## config.mk

```make
export PLATFORM = sky130hd
export DESIGN_NAME = lat_cmod
export DESIGN_NICKNAME = d
export VERILOG_FILES = /design/src/rtl/langtons_ant_step_unit_defines.svh /design/src/rtl/lat_pkg.sv /design/src/rtl/lat_cmod.sv
export SDC_FILE = /design/constraint.sdc
export NUM_CORES = 1
export LEC_CHECK = 0
export BUFFER_PORTS_ARGS = -buffer_cell sky130_fd_sc_hd__buf_2
export CAP_MARGIN = 5
export CORE_AREA = 2 2 39 41
export CTS_CLUSTER_SIZE = 10
export DETAILED_ROUTE_END_ITERATION = 8
export DIE_AREA = 0 0 41 43
export PLACE_DENSITY_LB_ADDON = 0.25
export SETUP_SLACK_MARGIN = 0.05
export SLEW_MARGIN = 20
export SYNTH_ARGS = -nofsm -noshare
export SYNTH_HDL_FRONTEND = slang
export SYNTH_SLANG_ARGS = --single-unit
export TNS_END_PERCENT = 20
```

## constraint.sdc

```tcl
create_clock -name clk -period 0.8 [get_ports clk]
set_clock_uncertainty 0.1 [all_clocks]
set_input_delay 0.08 -clock clk [delete_from_list [all_inputs] [get_ports clk]]
set_output_delay 0.08 -clock clk [all_outputs]
set_load 0.1 [all_outputs]
```

## src/rtl/langtons_ant_step_unit_defines.svh

```systemverilog
`ifndef LANGTONS_ANT_STEP_UNIT_DEFINES_SVH
`define LANGTONS_ANT_STEP_UNIT_DEFINES_SVH

// Checked only outside reset.
`define LAT_ASSERT(lbl, prop, msg) \
  lbl: assert property (@(posedge clk) disable iff (rst) prop) else $error(msg);

// Checked on every edge, reset included.
`define LAT_ASSERT_ALWAYS(lbl, prop, msg) \
  lbl: assert property (@(posedge clk) prop) else $error(msg);

`endif

```

## src/rtl/lat_pkg.sv

```systemverilog
`timescale 1ns / 1ps

package lat_pkg;

  localparam int COORD_W     = 10;
  localparam int CFG_INDEX_W = 3;
  localparam int CFG_DATA_W  = 10;
  localparam int STEP_W      = 32;

  // Reciprocal scaling used to fold a coordinate onto the grid.
  localparam int RECIP_SHIFT = 20;

  localparam logic [CFG_INDEX_W-1:0] REG_START_X   = 3'd0;
  localparam logic [CFG_INDEX_W-1:0] REG_START_Y   = 3'd1;
  localparam logic [CFG_INDEX_W-1:0] REG_START_DIR = 3'd2;
  localparam logic [CFG_INDEX_W-1:0] REG_X_MAX     = 3'd3;
  localparam logic [CFG_INDEX_W-1:0] REG_Y_MAX     = 3'd4;

  localparam logic [1:0] DIR_Y_UP   = 2'd0;
  localparam logic [1:0] DIR_X_UP   = 2'd1;
  localparam logic [1:0] DIR_Y_DOWN = 2'd2;
  localparam logic [1:0] DIR_X_DOWN = 2'd3;

  localparam logic [COORD_W-1:0] START_X_RST   = 10'd512;
  localparam logic [COORD_W-1:0] START_Y_RST   = 10'd512;
  localparam logic [1:0]         START_DIR_RST = DIR_Y_UP;
  localparam logic [COORD_W-1:0] MAX_RST       = 10'd1023;

  localparam logic MODE_STEP = 1'b0;
  localparam logic MODE_READ = 1'b1;

  typedef enum logic [2:0] {
    ST_CLEAR,
    ST_IDLE,
    ST_MODQ,
    ST_MODR,
    ST_READ,
    ST_WB
  } state_t;

  typedef struct packed {
    logic               mode;
    logic [COORD_W-1:0] read_x;
    logic [COORD_W-1:0] read_y;
  } in_item_t;

  typedef struct packed {
    logic [COORD_W-1:0] cell_x;
    logic [COORD_W-1:0] cell_y;
    logic               cell_colour;
    logic [COORD_W-1:0] ant_x;
    logic [COORD_W-1:0] ant_y;
    logic [1:0]         ant_dir;
    logic [STEP_W-1:0]  step_count;
  } out_item_t;

  function automatic logic [COORD_W-1:0] go_up(input logic [COORD_W-1:0] v,
                                               input logic [COORD_W-1:0] top);
    go_up = (v >= top) ? '0 : v + 10'd1;
  endfunction

  function automatic logic [COORD_W-1:0] go_down(input logic [COORD_W-1:0] v,
                                                 input logic [COORD_W-1:0] top);
    go_down = (v == '0) ? top : v - 10'd1;
  endfunction

endpackage

```

## src/rtl/lat_cmod.sv

```systemverilog
`timescale 1ns / 1ps

// Two-stage coordinate fold: index = coord mod GRID_SIDE.
// Stage one takes the quotient by a scaled reciprocal, stage two the remainder.
module lat_cmod #(
  parameter int GRID_SIDE = 1024
) (
  input  logic                                clk,
  input  logic [lat_pkg::COORD_W-1:0]         coord,
  output logic [$clog2(GRID_SIDE)-1:0]        index
);

  localparam int CW     = $clog2(GRID_SIDE);
  localparam int PROD_W = lat_pkg::COORD_W + lat_pkg::RECIP_SHIFT;
  localparam int RECIP  = ((2 ** lat_pkg::RECIP_SHIFT) + GRID_SIDE - 1) / GRID_SIDE;
  localparam logic [lat_pkg::RECIP_SHIFT-1:0] RECIP_C = lat_pkg::RECIP_SHIFT'(RECIP);
  localparam logic [23:0] SIDE_C = 24'(GRID_SIDE);

  logic [PROD_W-1:0]            prod;
  logic [lat_pkg::COORD_W-1:0]  quot;
  logic [lat_pkg::COORD_W-1:0]  coord_d;
  logic [23:0]                  qg;
  logic [23:0]                  rem;

  assign prod = PROD_W'(coord) * PROD_W'(RECIP_C);

  always_ff @(posedge clk) begin
    quot    <= prod[PROD_W-1:lat_pkg::RECIP_SHIFT];
    coord_d <= coord;
  end

  assign qg  = 24'(quot) * SIDE_C;
  assign rem = 24'(coord_d) - qg;

  always_ff @(posedge clk) begin
    index <= rem[CW-1:0];
  end

endmodule

```

==> flow_summary.yaml <==
global_routing:
  overflow: 0
  grt_pass1_wl_mm: 1.18
  grt_start_max_net_pins: 12
  grt_pass1_vias: 311
  antenna_found_initial: 0
  track_usage_pct: 10.9
floorplanning:
  dieHeight_um: 43
  ios: 21
  design.die.area_sq_um: 1760
  dieWidth_um: 41
  start_util_pct: 28.9
  num_rows: 14
  core_area_sq_um: 1380
cells_and_area:
  finalNetCount: 66
  area_delta_synth_final_pct: 103
  fin_util_pct: 58.9
  layout-drive-gt1-share_pct: 61.1
  antenna_cells: 0
  multiInputGateArea_sq_um: 0
  multi_input_cells: 0
  fillCellCount: 119
  stdcell_count: 70
  postLayoutCellArea_sq_um: 815
  layout_common_cells: "dfxtp_1, dlygate4sd3_1, buf_2, buf_12, dfxtp_2"
synthesis:
  yosys.area.top_type: "dfxtp_1"
  ys_seq_area_share_pct: 100
  synth_area_sq_um: 400
  yosysWarnings: 0
  synthCells: 20
  yosys-top-cells-area: "dfxtp_1"
  syn_avg_cell_area_sq_um: 20.0
  ys_ff_latch: 20
  synth_nets: 31
  synth_top_area_share_pct: 100
  synth.distinct_cells: 1
setup_path:
  crit_family: "flip-flops"
  rr_worst_depth: 0
  cpMaxStageDelayCell: "dfxtp_4"
  cp.arrival_ns: 0.82
  r2r_start: "coord_d[1]"
  path_cells: "buf_12"
  required_ns: 0.62
  path_max_fanout: 1
  crit_buf_inv: 1
  startpoint_type: "flop"
  path_class: "reg -> out"
  r2r_slack_ns: 0.29
  critPathMaxStageDelay_ns: 0.37
  critical_path.endpoint_type: "output port"
  r2r-end: "index[1]"
placement:
  gp_congestion: 0.533
  post_dp_cell_area_sq_um: 688
  io_buffers: 20
  dp_cells: 56
hold_path:
  hold_path_class: "reg -> reg"
  worstHoldEndpoint: "index[8]"
  hold_depth: 0
  min_from: "coord_d[8]"
run:
  maxCapViolations: 0
detailed_routing:
  wl_um: 708
  detail_route.wl_per_cell_um: 10.1
  avgViaCountPerCell: 3.71
  drtAntennaViolNets: 0
  drt_iter0_markers: 2
  route.detailed.drc: 0
  vias: 260
  first_pass_iters: 2
clock_network:
  cts.sinks: 20
  worstSkewPairLatency_ns: 0.29
  cts_buffer_depth: 2
  cts_tree: "built"
  numCtsBuffers: 3
  clk_pin_slew_ns: 0.10
  post_cts_buffers: 0
  clock-root-buffer: "clkbuf_4"
  cts_max_level: 1
sta:
  period_minus_slack_ns: 1.00
  rsz0062_at_grt: "yes"
  finalWorstSetupSlack_ns: -0.201
  fmax_ghz: 0.999
  worst_slew_pin_slew_ns: 0.104
  setup_viol: 10
  tns_ns: -1.93
  slew_viol_final: 0
  post-route-period-util_pct: 125
  slew_headroom_pct: 93.1
  hold_viol_final: 0
pwr:
  pwr-share-comb_pct: 19.2
  internal_power_mw: 1.38
  p_total_mw: 1.90
  p_sw_share_pct: 27.4
  p_per_area_nw_per_um2: 2330
  leakage_nw: 0.360
  peakVddDrop_v: 0.00117
  p_switching_uw: 520
  seqPwrFrac_pct: 56.7
  clockPowerShare_pct: 24.1
status:
  status: "finished, violations left"
  violations: "setup timing"
-- area by class of cell --
class	instances	area (sq um)	share of cell area, %
sequential	20	418	51.3
timing repair buffer	30	350	43.0
clock buffer	3	22.5	2.76
tap	16	20.0	2.46
clock inverter	1	3.75	0.461
-- metal layers --
layer | GRT usage, % | share of wire, % | wire length, um | vias to the layer above
li1 | - | - | - | 127
met1 | 9.76 | 32 | 229 | 119
met2 | 17.8 | 59 | 419 | 12
met3 | 3.14 | 7.5 | 53 | 2
met4 | 10.0 | 0.85 | 6 | 0
met5 | 0 | 0 | 0 | -
-- power by group through the flow --
stage / Sequential (mW) / Clock [mW] / Combinational [mW]
floorplan: 1.28 / 0 / 0
global placement: 1.10 / 0 / 0.327
detailed placement: 1.10 / 0 / 0.329
CTS: 1.08 / 0.477 / 0.366
global route: 1.08 / 0.529 / 0.377
finish: 1.08 / 0.458 / 0.366
-- worst max path at each step --
stage	startpoint	to	slack, ns	cells past startpoint
floorplan	index[2]	index[2]	-0.006	0
global placement	index[1]	index[1]	0.13	1
detailed placement	index[7]	index[7]	0.12	1
CTS	index[7]	index[7]	-0.22	1
global route	index[1]	index[1]	-0.24	1
finish	index[0]	index[0]	-0.20	1
-- per-stage QoR --
step	setup slack, ns	hold WS (ns)
floorplan	-0.00578	0.00772
global placement	0.125	0.0825
detailed placement	0.121	0.0836
CTS	-0.217	0.233
global route	-0.240	0.243
finish	-0.201	0.231
-- state kept, by name, indices dropped and copies added (netlist names) --
register	flops
coord_d	10
index	10
-- synthesized netlist by cell type, drive strengths merged --
| master | count |
|---|---|
| dfxtp | 20 |
-- cell families after synthesis --
group | after synthesis | synth area share [%]
flip-flops | 20 | 100
-- what timing repair did --
| item | in CTS | in global routing |
|---|---|---|
| hold endpoints to repair | 10 | 0 |
| gates resized for setup | 0 | 0 |
| endpoints found under the setup margin | 10 | 10 |
| hold buffers | 10 | 0 |
Note: power is estimated with default switching activity, not from simulation.
